**src/hdl/wsfd_pkg.sv**
```systemverilog
// wsfd_pkg: shared types and constants for the websocket frame decoder
// no dependencies; used by the interfaces and every module in hdl/

package wsfd_pkg;

  // parser phase, unused codes fall back to idle behaviour
  typedef enum logic [2:0] {
    PH_IDLE    = 3'd0,
    PH_LEN     = 3'd1,
    PH_EXT     = 3'd2,
    PH_KEY     = 3'd3,
    PH_PAYLOAD = 3'd4,
    PH_DISCARD = 3'd5
  } phase_e;

  // result kind
  typedef enum logic [1:0] {
    KIND_HEADER  = 2'd0,
    KIND_PAYLOAD = 2'd1,
    KIND_DISCARD = 2'd2
  } kind_e;

  localparam int unsigned ByteW  = 8;
  localparam int unsigned LenW   = 32;
  localparam int unsigned CountW = 4;

  localparam logic [6:0] LenExt16 = 7'd126;
  localparam logic [6:0] LenExt64 = 7'd127;

  localparam logic [CountW-1:0] Ext16Bytes = 4'd2;
  localparam logic [CountW-1:0] Ext64Bytes = 4'd8;
  localparam logic [CountW-1:0] KeyBytes   = 4'd4;
  // extended length counts above this are the upper 32 bits of a 64-bit length
  localparam logic [CountW-1:0] UpperHalf  = 4'd4;

  typedef struct packed {
    kind_e             kind;
    logic [ByteW-1:0]  data;
    logic              fin;
    logic [3:0]        opcode;
    logic              masked;
    logic [LenW-1:0]   payload_len;
    logic              last;
  } res_t;

endpackage

```
**src/hdl/wsfd_if.sv**
```systemverilog
// wsfd_rx_if, wsfd_res_if: valid/ready channels of the frame decoder
// depends on wsfd_pkg

interface wsfd_rx_if;
  logic                      valid;
  logic                      ready;
  logic [wsfd_pkg::ByteW-1:0] rx_byte;
  logic                      start_frame;

  modport source (output valid, output rx_byte, output start_frame, input ready);
  modport sink   (input valid, input rx_byte, input start_frame, output ready);
endinterface

interface wsfd_res_if;
  logic                      valid;
  logic                      ready;
  logic [1:0]                kind;
  logic [wsfd_pkg::ByteW-1:0] data;
  logic                      fin;
  logic [3:0]                opcode;
  logic                      masked;
  logic [wsfd_pkg::LenW-1:0] payload_len;
  logic                      last;

  modport source (output valid, output kind, output data, output fin, output opcode,
                  output masked, output payload_len, output last, input ready);
  modport sink   (input valid, input kind, input data, input fin, input opcode,
                  input masked, input payload_len, input last, output ready);
endinterface

```
**src/hdl/wsfd_parse.sv**
```systemverilog
// wsfd_parse: header/payload state machine, one byte per step
// depends on wsfd_pkg

module wsfd_parse (
  input  logic                       clk_i,
  input  logic                       rst_ni,
  input  logic                       step_i,
  input  logic [wsfd_pkg::ByteW-1:0] byte_i,
  input  logic                       start_i,
  output logic                       res_valid_o,
  output wsfd_pkg::res_t             res_o
);

  wsfd_pkg::phase_e               phase_q, phase_d;
  logic [wsfd_pkg::CountW-1:0]    hcnt_q, hcnt_d, hcnt_dec;
  logic                           fin_q, fin_d;
  logic [3:0]                     opcode_q, opcode_d;
  logic                           mask_q, mask_d;
  logic [wsfd_pkg::LenW-1:0]      len_q, len_d;
  logic [31:0]                    key_q, key_d;
  logic [wsfd_pkg::LenW-1:0]      left_q, left_d;
  logic [1:0]                     kpos_q, kpos_d;

  logic                           do_finish;
  logic [wsfd_pkg::LenW-1:0]      finish_len;
  logic [wsfd_pkg::ByteW-1:0]     key_byte;

  always_comb begin
    case (kpos_q)
      2'd0:    key_byte = key_q[31:24];
      2'd1:    key_byte = key_q[23:16];
      2'd2:    key_byte = key_q[15:8];
      default: key_byte = key_q[7:0];
    endcase
  end

  assign hcnt_dec = hcnt_q - 4'd1;

  always_comb begin
    phase_d     = phase_q;
    hcnt_d      = hcnt_q;
    fin_d       = fin_q;
    opcode_d    = opcode_q;
    mask_d      = mask_q;
    len_d       = len_q;
    key_d       = key_q;
    left_d      = left_q;
    kpos_d      = kpos_q;
    do_finish   = 1'b0;
    finish_len  = len_q;
    res_valid_o = 1'b0;
    res_o       = '0;

    if (start_i) begin
      fin_d    = byte_i[7];
      opcode_d = byte_i[3:0];
      mask_d   = 1'b0;
      len_d    = '0;
      key_d    = '0;
      left_d   = '0;
      kpos_d   = '0;
      hcnt_d   = '0;
      phase_d  = wsfd_pkg::PH_LEN;
    end else begin
      case (phase_q)
        wsfd_pkg::PH_LEN: begin
          mask_d = byte_i[7];
          len_d  = '0;
          if (byte_i[6:0] == wsfd_pkg::LenExt16) begin
            hcnt_d  = wsfd_pkg::Ext16Bytes;
            phase_d = wsfd_pkg::PH_EXT;
          end else if (byte_i[6:0] == wsfd_pkg::LenExt64) begin
            hcnt_d  = wsfd_pkg::Ext64Bytes;
            phase_d = wsfd_pkg::PH_EXT;
          end else begin
            len_d = {{(wsfd_pkg::LenW-7){1'b0}}, byte_i[6:0]};
            if (byte_i[7]) begin
              hcnt_d  = wsfd_pkg::KeyBytes;
              phase_d = wsfd_pkg::PH_KEY;
            end else begin
              do_finish  = 1'b1;
              finish_len = {{(wsfd_pkg::LenW-7){1'b0}}, byte_i[6:0]};
            end
          end
        end
        wsfd_pkg::PH_EXT: begin
          if (hcnt_q > wsfd_pkg::UpperHalf && byte_i != '0) begin
            // length beyond 32 bits
            phase_d     = wsfd_pkg::PH_DISCARD;
            hcnt_d      = '0;
            res_valid_o = 1'b1;
            res_o.kind  = wsfd_pkg::KIND_DISCARD;
            res_o.fin   = fin_q;
            res_o.opcode = opcode_q;
            res_o.masked = mask_q;
          end else begin
            if (hcnt_q <= wsfd_pkg::UpperHalf) begin
              len_d = {len_q[wsfd_pkg::LenW-9:0], byte_i};
            end
            hcnt_d = hcnt_dec;
            if (hcnt_dec == '0) begin
              if (mask_q) begin
                hcnt_d  = wsfd_pkg::KeyBytes;
                phase_d = wsfd_pkg::PH_KEY;
              end else begin
                do_finish  = 1'b1;
                finish_len = len_d;
              end
            end
          end
        end
        wsfd_pkg::PH_KEY: begin
          key_d  = {key_q[23:0], byte_i};
          hcnt_d = hcnt_dec;
          if (hcnt_dec == '0) begin
            do_finish  = 1'b1;
            finish_len = len_q;
          end
        end
        wsfd_pkg::PH_PAYLOAD: begin
          res_valid_o       = 1'b1;
          res_o.kind        = wsfd_pkg::KIND_PAYLOAD;
          res_o.data        = byte_i ^ (mask_q ? key_byte : '0);
          res_o.fin         = fin_q;
          res_o.opcode      = opcode_q;
          res_o.masked      = mask_q;
          res_o.payload_len = len_q;
          res_o.last        = (left_q == 32'd1);
          kpos_d            = kpos_q + 2'd1;
          left_d            = left_q - 32'd1;
          if (left_q == 32'd1) begin
            phase_d = wsfd_pkg::PH_IDLE;
          end
        end
        default: begin
        end
      endcase

      if (do_finish) begin
        if (!mask_d) begin
          key_d = '0;
        end
        kpos_d       = '0;
        left_d       = finish_len;
        res_valid_o  = 1'b1;
        res_o.kind   = wsfd_pkg::KIND_HEADER;
        res_o.fin    = fin_q;
        res_o.opcode = opcode_q;
        res_o.masked = mask_d;
        if (finish_len == '0) begin
          phase_d    = wsfd_pkg::PH_IDLE;
          res_o.last = 1'b1;
        end else begin
          phase_d           = wsfd_pkg::PH_PAYLOAD;
          res_o.payload_len = finish_len;
        end
      end
    end
  end

  always_ff @(posedge clk_i or negedge rst_ni) begin
    if (!rst_ni) begin
      phase_q  <= wsfd_pkg::PH_IDLE;
      hcnt_q   <= '0;
      fin_q    <= 1'b0;
      opcode_q <= '0;
      mask_q   <= 1'b0;
      len_q    <= '0;
      key_q    <= '0;
      left_q   <= '0;
      kpos_q   <= '0;
    end else if (step_i) begin
      phase_q  <= phase_d;
      hcnt_q   <= hcnt_d;
      fin_q    <= fin_d;
      opcode_q <= opcode_d;
      mask_q   <= mask_d;
      len_q    <= len_d;
      key_q    <= key_d;
      left_q   <= left_d;
      kpos_q   <= kpos_d;
    end
  end

endmodule

```
**src/hdl/wsfd_out_buf.sv**
```systemverilog
// wsfd_out_buf: result register with one skid entry
// depends on wsfd_pkg

module wsfd_out_buf (
  input  logic            clk_i,
  input  logic            rst_ni,
  input  logic            push_i,
  input  wsfd_pkg::res_t  res_i,
  output logic            ready_o,
  output logic            valid_o,
  input  logic            ready_i,
  output wsfd_pkg::res_t  res_o
);

  logic           main_valid_q;
  logic           skid_valid_q;
  wsfd_pkg::res_t main_q;
  wsfd_pkg::res_t skid_q;

  assign ready_o = !skid_valid_q;
  assign valid_o = main_valid_q;
  assign res_o   = main_q;

  always_ff @(posedge clk_i or negedge rst_ni) begin
    if (!rst_ni) begin
      main_valid_q <= 1'b0;
      skid_valid_q <= 1'b0;
    end else if (main_valid_q && !ready_i) begin
      if (push_i) begin
        skid_valid_q <= 1'b1;
      end
    end else if (skid_valid_q) begin
      main_valid_q <= 1'b1;
      skid_valid_q <= 1'b0;
    end else begin
      main_valid_q <= push_i;
    end
  end

  always_ff @(posedge clk_i) begin
    if (main_valid_q && !ready_i) begin
      if (push_i) begin
        skid_q <= res_i;
      end
    end else if (skid_valid_q) begin
      main_q <= skid_q;
    end else if (push_i) begin
      main_q <= res_i;
    end
  end

endmodule

```
**src/hdl/websocket_frame_decoder_top.sv**
```systemverilog
// websocket_frame_decoder_top: byte-serial websocket frame header parser and unmasker
// an accepted byte waits in the input reg; its result is held in the result reg
// throughput: one byte per cycle while the skid entry in wsfd_out_buf is free
// a stalled result sink is absorbed by one skid entry before the input side holds off
// reset (rst_ni, asynchronous, active low) empties both stages and returns the parser to idle
// depends on wsfd_pkg, wsfd_if, wsfd_parse, wsfd_out_buf

module websocket_frame_decoder_top (
  input  logic              clk_i,
  input  logic              rst_ni,
  wsfd_rx_if.sink           rx_i,
  wsfd_res_if.source        res_o
);

  // input register: one received byte and its start-of-frame flag
  logic                       in_valid_q;
  logic [wsfd_pkg::ByteW-1:0] in_byte_q;
  logic                       in_start_q;

  // parser to result buffer
  logic                       step;
  logic                       parse_valid;
  wsfd_pkg::res_t             parse_res;
  logic                       buf_ready;
  wsfd_pkg::res_t             out_res;

  // the held byte is parsed once the result buffer has room for whatever it yields
  assign step       = in_valid_q && buf_ready;
  // take a new beat whenever the input register is empty or drains this cycle
  assign rx_i.ready = !in_valid_q || step;

  always_ff @(posedge clk_i or negedge rst_ni) begin
    if (!rst_ni) begin
      in_valid_q <= 1'b0;
    end else if (rx_i.ready) begin
      in_valid_q <= rx_i.valid;
    end
  end

  // payload register, no reset needed
  always_ff @(posedge clk_i) begin
    if (rx_i.ready && rx_i.valid) begin
      in_byte_q  <= rx_i.rx_byte;
      in_start_q <= rx_i.start_frame;
    end
  end

  // header decode, length assembly, key capture and unmasking
  wsfd_parse u_parse (
    .clk_i       (clk_i),
    .rst_ni      (rst_ni),
    .step_i      (step),
    .byte_i      (in_byte_q),
    .start_i     (in_start_q),
    .res_valid_o (parse_valid),
    .res_o       (parse_res)
  );

  // result register plus skid entry so a stall does not stop the byte stream at once
  wsfd_out_buf u_out_buf (
    .clk_i   (clk_i),
    .rst_ni  (rst_ni),
    .push_i  (step && parse_valid),
    .res_i   (parse_res),
    .ready_o (buf_ready),
    .valid_o (res_o.valid),
    .ready_i (res_o.ready),
    .res_o   (out_res)
  );

  // unpack the result beat onto the channel
  assign res_o.kind        = out_res.kind;
  assign res_o.data        = out_res.data;
  assign res_o.fin         = out_res.fin;
  assign res_o.opcode      = out_res.opcode;
  assign res_o.masked      = out_res.masked;
  assign res_o.payload_len = out_res.payload_len;
  assign res_o.last        = out_res.last;

endmodule

```
**src/flat_wrapper.sv**
```systemverilog
// flat-port wrapper written by rule: the top's interface ports become plain ports
module websocket_frame_decoder_top_flat 
  (clk_i, rst_ni, rx_i_valid, rx_i_rx_byte, rx_i_start_frame, rx_i_ready, res_o_valid, res_o_kind, res_o_data, res_o_fin, res_o_opcode, res_o_masked, res_o_payload_len, res_o_last, res_o_ready);
  wsfd_rx_if rx_i_i ();
  wsfd_res_if res_o_i ();
  input  logic clk_i;
  input  logic rst_ni;
  input wire logic [$bits(rx_i_i.valid)-1:0] rx_i_valid;
  input wire logic [$bits(rx_i_i.rx_byte)-1:0] rx_i_rx_byte;
  input wire logic [$bits(rx_i_i.start_frame)-1:0] rx_i_start_frame;
  output wire logic [$bits(rx_i_i.ready)-1:0] rx_i_ready;
  output wire logic [$bits(res_o_i.valid)-1:0] res_o_valid;
  output wire logic [$bits(res_o_i.kind)-1:0] res_o_kind;
  output wire logic [$bits(res_o_i.data)-1:0] res_o_data;
  output wire logic [$bits(res_o_i.fin)-1:0] res_o_fin;
  output wire logic [$bits(res_o_i.opcode)-1:0] res_o_opcode;
  output wire logic [$bits(res_o_i.masked)-1:0] res_o_masked;
  output wire logic [$bits(res_o_i.payload_len)-1:0] res_o_payload_len;
  output wire logic [$bits(res_o_i.last)-1:0] res_o_last;
  input wire logic [$bits(res_o_i.ready)-1:0] res_o_ready;
  assign rx_i_i.valid = rx_i_valid;
  assign rx_i_i.rx_byte = rx_i_rx_byte;
  assign rx_i_i.start_frame = rx_i_start_frame;
  assign rx_i_ready = rx_i_i.ready;
  assign res_o_valid = res_o_i.valid;
  assign res_o_kind = res_o_i.kind;
  assign res_o_data = res_o_i.data;
  assign res_o_fin = res_o_i.fin;
  assign res_o_opcode = res_o_i.opcode;
  assign res_o_masked = res_o_i.masked;
  assign res_o_payload_len = res_o_i.payload_len;
  assign res_o_last = res_o_i.last;
  assign res_o_i.ready = res_o_ready;
  websocket_frame_decoder_top u_core (.clk_i(clk_i), .rst_ni(rst_ni), .rx_i(rx_i_i), .res_o(res_o_i));
endmodule
```
**config.mk**
```make
export PLATFORM = sky130hd
export DESIGN_NAME = websocket_frame_decoder_top_flat
export DESIGN_NICKNAME = d
export VERILOG_FILES = /design/src/hdl/wsfd_pkg.sv /design/src/hdl/wsfd_if.sv /design/src/hdl/wsfd_parse.sv /design/src/hdl/wsfd_out_buf.sv /design/src/hdl/websocket_frame_decoder_top.sv /design/src/flat_wrapper.sv
export SDC_FILE = /design/constraint.sdc
export NUM_CORES = 1
export LEC_CHECK = 0
export ABC_AREA = 0
export BUFFER_PORTS_ARGS = -buffer_cell sky130_fd_sc_hd__buf_4
export CAP_MARGIN = 30
export CORE_UTILIZATION = 45
export CTS_BUF_LIST = sky130_fd_sc_hd__clkbuf_2
export DETAILED_ROUTE_END_ITERATION = 10
export HOLD_SLACK_MARGIN = 0.12
export PLACE_DENSITY_LB_ADDON = 0.3
export SLEW_MARGIN = 0
export SYNTH_ARGS = -nofsm -noshare
export SYNTH_HDL_FRONTEND = slang
export SYNTH_HIERARCHICAL = 1
export SYNTH_SLANG_ARGS = --single-unit
```
**constraint.sdc**
```tcl
create_clock -name clk_i -period 7.2 [get_ports clk_i]
set_input_delay 0 -clock clk_i [delete_from_list [all_inputs] [get_ports clk_i]]
set_output_delay 0 -clock clk_i [all_outputs]
set_load 0.02 [all_outputs]
```
==> run metrics, run 1 <==
Cell Rows=57; first-pass GRT wire length=44,100 um; Routed Antenna Nets=0; Peak Freq=253 MHz; maxcap violations=0; drt drc=0; worst-case clock buffer depth=3; wire length on met3=1880 um; Synth Flop Type=dfrtp_1; largest net degree at the start of global routing=62; Synth Cell Area=11,100 um^2; First DRT Iteration DRCs=835; setup violators final=0; fraction of layout cells with a size suffix above 1=0.238; Critical Path Most Common Cell=and3_1; die width=159 um; via count=8,172; CP required=7.66 ns; Synth Instances=922; most common cell after layout, fill and taps aside=dfrtp_1; commonest cells after routing, fill and taps aside=113 x dfrtp_1, 107 x edfxtp_1, 98 x a22o_1; clock sinks=221; Core Area=24,200 um^2; Die Span Y=159 um; leakage power=5.16 nW; CTS Buf Count=54; worst stage delay on the critical path=0.50 ns; Initial Util=0.457; Overall Power=0.00438 W; Max-Slew Margin vs Limit=0.332; critical path launch point type=flop; Post-synth EDFFs=107; initial antenna violation count=1; top layer in use=met4; Max VDD drop=0.265 mV; drt wl/cell=19.9 um; Reg clk slew, reported paths=0.11 ns; Port Buffers=63; fin cells=1,379; post-cts sizing count=0; die area=25,300 um^2; dpl hpwl=18,400 um; final hold violations=0; RePlAce Congestion=0.926; Netlist cell types=78; CTS tree=built; RSZ-0062 raised after global routing=no; post-CTS setup buffer count=0; sequential-to-total area share from yosys stat=0.547; Crit path max-delay family=compound AO/OA/AOI/OAI gates; DRT Pass-1 Iters=5; final wirelength=27,400 um; Hold Slack=0.247 ns; worst min path class=in -> async; met2 wire len=12,100 um; Net Count, Synth=943; peak fanout along the critical path=49; ys async rst share=0.516; Area Growth Syn to Fin=12.3%; Syn Area/Cell=12.0 um^2; fin. max-slew vios=0; Slew @ Worst Pin=1.00 ns; CTS Hold Buffers Added=25; All-Layer GR Usage=0.219; crit path cell chain=inv_1 -> ha_1 -> or2_1 -> o32ai_1 -> and3_1 -> o21a_2 -> nor2_2 -> a31oi_1 -> and3_1 -> nor2_1 -> a21oi_4 -> buf_4; WL met1=13,000 um; I/O pin count=64; Core Util, Final=0.513; WP data arrival=4.42 ns; r2r endpoint=u_core/u_out_buf/res_o[16]; setup TNS=0 ns; slowest CP cell=buf_4; routed vias/inst=5.93; number of synthesized register bits=221; worst skew pair latency=0.84 ns; CTS root buf=clkbuf_2; dpl cells=1,254; min cycle time layout=3.96 ns; nets=1,032; R2R Setup Slk=3.24 ns; CP Class=reg -> reg; worst r2r src=u_core/u_parse/hcnt_q[0]; H-tree lvl count=2; Yosys warnings=6; outcome=complete, no violations; crit end category=flop; skew final=0.0598 ns; Power Dens Cells=352 nW/um^2; Worst Path Buf+Inv=2; grt ovf=0; R2R depth=12; crit share post-route=0.550; vias in the first global route=7,724
-- power breakdown --
group	total [W]	switching, W	internal, W	leakage (nW)
Clock	0.000804	0.000490	0.000313	0.379
Combinational	0.00187	0.00113	0.000738	2.20
Sequential	0.00171	0.000217	0.00149	2.58
-- state kept, by name, summed over array words and instances, names as in the netlist, 2 cells and up --
name	count
u_core/u_parse/key_q	32
u_core/u_out_buf/skid_q	49
u_core/u_parse/hcnt_q	4
u_core/in_byte_q	8
u_core/u_parse/left_q	32
u_core/u_out_buf/res_o	49
u_core/u_parse/len_q	32
u_core/u_parse/kpos_q	2
u_core/u_parse/phase_q	3
u_core/u_parse/opcode_q	4
-- synthesized netlist by cell type, drive strengths merged, types with 2 or more instances --
master   instances  area [um^2]
a32o            12          120
clkbuf          28          108
nand2           84          323
or4b             2         20.0
or3              6         42.5
nand4            5         31.3
o41ai            4         35.0
nor4            16          143
or3b             2         17.5
a21o             4         30.0
xor2             8         70.1
o21a             6         46.3
dfrtp          114         2850
and3             8         50.1
nor3            23          120
a222oi           8         80.1
edfxtp         107         3210
nor2            53          201
ha               8          100
nand2b           4         32.5
mux2            58          833
a21oi           22          114
o22ai            4         25.0
a22oi            9         67.6
nor2b            2         12.5
a22o            98          858
o31ai            5         37.5
xnor2            2         17.5
nand3           12         60.1
nor4b            6         52.6
or2              5         33.8
inv             18         67.6
o21ai           68          344
a31oi            9         56.3
buf             41          328
a221oi           4         35.0
o2bb2ai         11         96.3
and2            11         71.3
nor3b            3         27.5
o32a             3         30.0
or4              4         33.8
mux2i           12          120
-- final cells by class --
cell class / count / area (um^2)
clock inverters: 14 / 61.3
repair buffers: 102 / 886
diodes: 1 / 2.50
clock buffers: 85 / 425
multi-input cells: 614 / 4530
well taps: 324 / 405
flip-flops and latches: 221 / 6070
inverters: 18 / 67.6
fillers: 2151 / 11800
-- stage by stage --
step | cell area [um^2] | setup slack [ns]
3_5_place_dp | 11700 | 3.27
4_1_cts | 12400 | 3.27
2_1_floorplan | 11100 | 2.05
3_3_place_gp | 11600 | 3.15
5_1_grt | 12400 | 2.92
6_report | 12400 | 3.24
-- worst min-delay path, delay by kind of cell --
family	cells	cell delay (ns)
buffers and inverters	4	1.45
-- metal layers --
layer,global-route usage,vias up
met5,0,-
met4,0.0546,0
met3,0.0397,36
met2,0.318,342
met1,0.335,4035
li1,-,3759
-- kinds of logic (layout without fill, tap and decap cells) --
group	count (synthesis)	count (layout)	share of synthesized area
compound gates	279	279	0.189
xor+xnor	10	10	0.00790
fa+ha+maj	8	8	0.00903
buf+inv	87	219	0.0454
flops	221	221	0.547
mux	70	70	0.0860
other cells	0	1	0
simple gates	247	247	0.116
-- worst max-delay path by stage --
| stage | from | endpoint | cells after the start |
|---|---|---|---|
| 2_1_floorplan | u_core/u_parse/hcnt_q[0] | u_core/u_out_buf/res_o[0] | 11 |
| 3_3_place_gp | u_core/u_parse/hcnt_q[0] | u_core/u_out_buf/skid_q[16] | 10 |
| 3_5_place_dp | u_core/u_parse/hcnt_q[0] | u_core/u_out_buf/res_o[16] | 12 |
| 4_1_cts | u_core/u_parse/hcnt_q[0] | u_core/u_out_buf/res_o[30] | 12 |
| 5_1_grt | u_core/u_parse/hcnt_q[0] | u_core/u_out_buf/res_o[30] | 12 |
| 6_report | u_core/u_parse/hcnt_q[0] | u_core/u_out_buf/res_o[16] | 12 |
Note: power is estimated with default switching activity, not from simulation.
==> run 2: changes to the inputs <==
- ABC_AREA: 0 -> 1
- clock period: 7.2 -> 3.38 ns (I/O delays scaled with it)
==> run metrics, run 2 <==
outcome=complete, no violations; Post-synth EDFFs=107 (unchanged); Peak Freq=333 MHz (+32%); vias in the first global route=11,100 (+43%); Cell Rows=61 (+7.0%); first-pass GRT wire length=59,600 um (+35%); most common cell after layout, fill and taps aside=nand2_1; worst-case clock buffer depth=3 (unchanged); All-Layer GR Usage=0.260 (+0.0412); WP data arrival=3.76 ns (-0.66 ns); Netlist cell types=49 (-37%); dpl cells=2,074 (+65%); sequential-to-total area share from yosys stat=0.472 (-0.0753); r2r endpoint=u_core/u_out_buf/res_o[0]; Net Count, Synth=1,708 (+81%); final hold violations=0 (unchanged); worst skew pair latency=0.88 ns (+0.04 ns); Die Span Y=171 um (+7.6%); R2R Setup Slk=0.38 ns (-2.87 ns); RePlAce Congestion=0.920 (-0.62%); crit path from=u_core/u_parse/hcnt_q[0]; fin cells=2,210 (+60%); drt drc=0 (unchanged); Yosys warnings=6 (unchanged); Core Area=27,900 um^2 (+15%); setup violators final=0 (unchanged); clock sinks=221 (unchanged); Hold Slack=0.250 ns (+0.00253 ns); critical path launch point type=flop; die width=171 um (+7.6%); fraction of layout cells with a size suffix above 1=0.139 (-0.0989); Initial Util=0.460 (+0.00298); I/O pin count=64 (unchanged); CTS tree=built; CTS Buf Count=58 (+7.4%); Synth Cell Area=12,800 um^2 (+16%); Power Dens Cells=770 nW/um^2 (+120%); DRT Pass-1 Iters=5 (unchanged); largest net degree at the start of global routing=63 (+1.6%); cell taking the most area after synthesis=edfxtp_1; Placed Area=13,600 um^2 (+17%); R2R depth=21 (+9); Synth Instances=1,687 (+83%); Fillers=2,754 (+28%); CTS root buf=clkbuf_2; Synth Flop Type=dfrtp_1; die area=29,200 um^2 (+16%); RSZ-0062 raised after global routing=no; Reg clk slew, reported paths=0.12 ns (about the same); nets=1,802 (+75%); routed vias/inst=5.50 (-7.2%); Slew @ Worst Pin=0.942 ns (-0.0592 ns); Max-Slew Margin vs Limit=0.371 (+0.0386); First DRT Iteration DRCs=1,576 (+89%); worst r2r src=u_core/u_parse/hcnt_q[0]; dpl hpwl=25,100 um (+36%); min cycle time layout=3.00 ns (-0.954 ns); Syn Area/Cell=7.62 um^2 (-37%); setup TNS=0 ns (unchanged); drt wl/cell=16.9 um (-15%); Max VDD drop=0.298 mV (+12%); number of synthesized register bits=221 (unchanged); Overall Power=0.0111 W (+150%); grt ovf=0 (unchanged); final instance area=14,400 um^2 (+16%); initial antenna violation count=1 (unchanged); via count=12,200 (+49%); crit share post-route=0.888 (+0.339); CP Class=reg -> reg; CP required=4.14 ns (-3.52 ns); post-CTS setup buffer count=0 (unchanged); ys async rst share=0.516 (unchanged); Routed Antenna Nets=0 (unchanged); Area Growth Syn to Fin=12.4% (about the same); final wirelength=37,400 um (+36%); fin. max-slew vios=0 (unchanged); top post-synthesis cells by area=edfxtp_1 25%, dfrtp_1 22%, nand2_1 16%, nand3_1 5.5%, o21ai_0 4.8%; H-tree lvl count=2 (unchanged); Synth top area share=0.250 (-0.0399); commonest cells after routing, fill and taps aside=548 x nand2_1, 140 x nand3_1, 138 x inv_1; peak fanout along the critical path=27 (-45%); leakage power=6.63 nW (+28%); worst min path class=in -> async; skew final=0.0638 ns (+0.00397 ns); Post-synth top cells=548 x nand2_1, 140 x nand3_1, 138 x inv_1; Port Buffers=63 (unchanged); crit end category=flop; maxcap violations=0 (unchanged); count leader, synth=nand2_1
run 2: cell count changes in the layout (fill, tap and decap cells not counted), sizes merged, moves of 11 or more:
cell and change:
nand3 +131, mux2 -58, nor4 -14, mux2i -12, buf +18, nor2 +77, o2bb2ai -11, o22ai +35
a32o -11, inv +142, a22o -98, nand2 +473, a21oi +65, o21ai +98
run 2: through the flow:
stage          setup WS [ns]   util
3_5_place_dp           0.313  0.488
2_1_floorplan          0.155      -
6_report               0.377  0.517
3_3_place_gp           0.405  0.488
4_1_cts                0.341  0.517
5_1_grt                0.101  0.517
run 2: area by class of cell:
class                   count  area (um^2)  area share
flip-flops and latches    221         6070       0.420
multi-input cells        1219         5730       0.397
repair buffers            120         1010      0.0699
inverters                 161          612      0.0424
well taps                 378          473      0.0328
clock buffers              91          455      0.0315
clock inverters            19         85.1     0.00589
diodes                      1         2.50    0.000173
run 2: kinds of logic (layout without fill, tap and decap cells):
group,after synthesis,in the layout,share of synthesized area
adder cells (fa/ha/maj),8,8,0.00779
buffers and inverters,247,391,0.0838
other,0,1,0
flip-flops,221,221,0.472
AO/OA/AOI/OAI,320,320,0.140
AND/OR/NAND/NOR,875,875,0.285
XOR/XNOR,16,16,0.0109
run 2: worst max path at each step:
stage	to	slack (ns)
after floorplan	u_core/u_out_buf/skid_q[0]	0.16
after detailed placement	u_core/u_out_buf/skid_q[21]	0.31
final	u_core/u_out_buf/res_o[0]	0.38
after global routing	u_core/u_out_buf/skid_q[21]	0.10
after global placement	u_core/u_out_buf/skid_q[14]	0.41
after CTS	u_core/u_out_buf/skid_q[21]	0.34
run 2: what timing repair did:
item / 4_1_cts / 5_1_grt
hold endpoints to repair: 233 / 0
hold buffers: 25 / 0
resized for setup: 0 / 1
endpoints found under the setup margin: 0 / 8
run 2: critical path: stages, from the launching register on:
cell	delay [ns]
dfrtp_1	0.39
inv_1	0.13
ha_1	0.18
inv_1	0.05
nand2_1	0.11
nand2_1	0.09
nor2_1	0.12
nand2_2	0.09
inv_2	0.06
buf_4	0.33
nand2_1	0.11
nand3_1	0.08
nand2_1	0.06
nand2_1	0.15
nand2_1	0.08
nor2_1	0.11
nand2_1	0.06
nor2_1	0.26
nand4_1	0.21
nand2_1	0.14
nand2_1	0.06
nand2_1	0.07
run 2: where the power goes:
part,total (W),internal [W],switching (W)
logic,0.00541,0.00165,0.00376
registers,0.00382,0.00340,0.000424
clock network,0.00188,0.000725,0.00116
total,0.0111,0.00578,0.00534
run 2: metal layers:
layer	vias up	wire [um]	global-route usage
met1	5648	17200	0.392
met4	0	844	0.0870
li1	5813	-	-
met5	-	0	0
met3	88	3170	0.0423
met2	603	16200	0.374
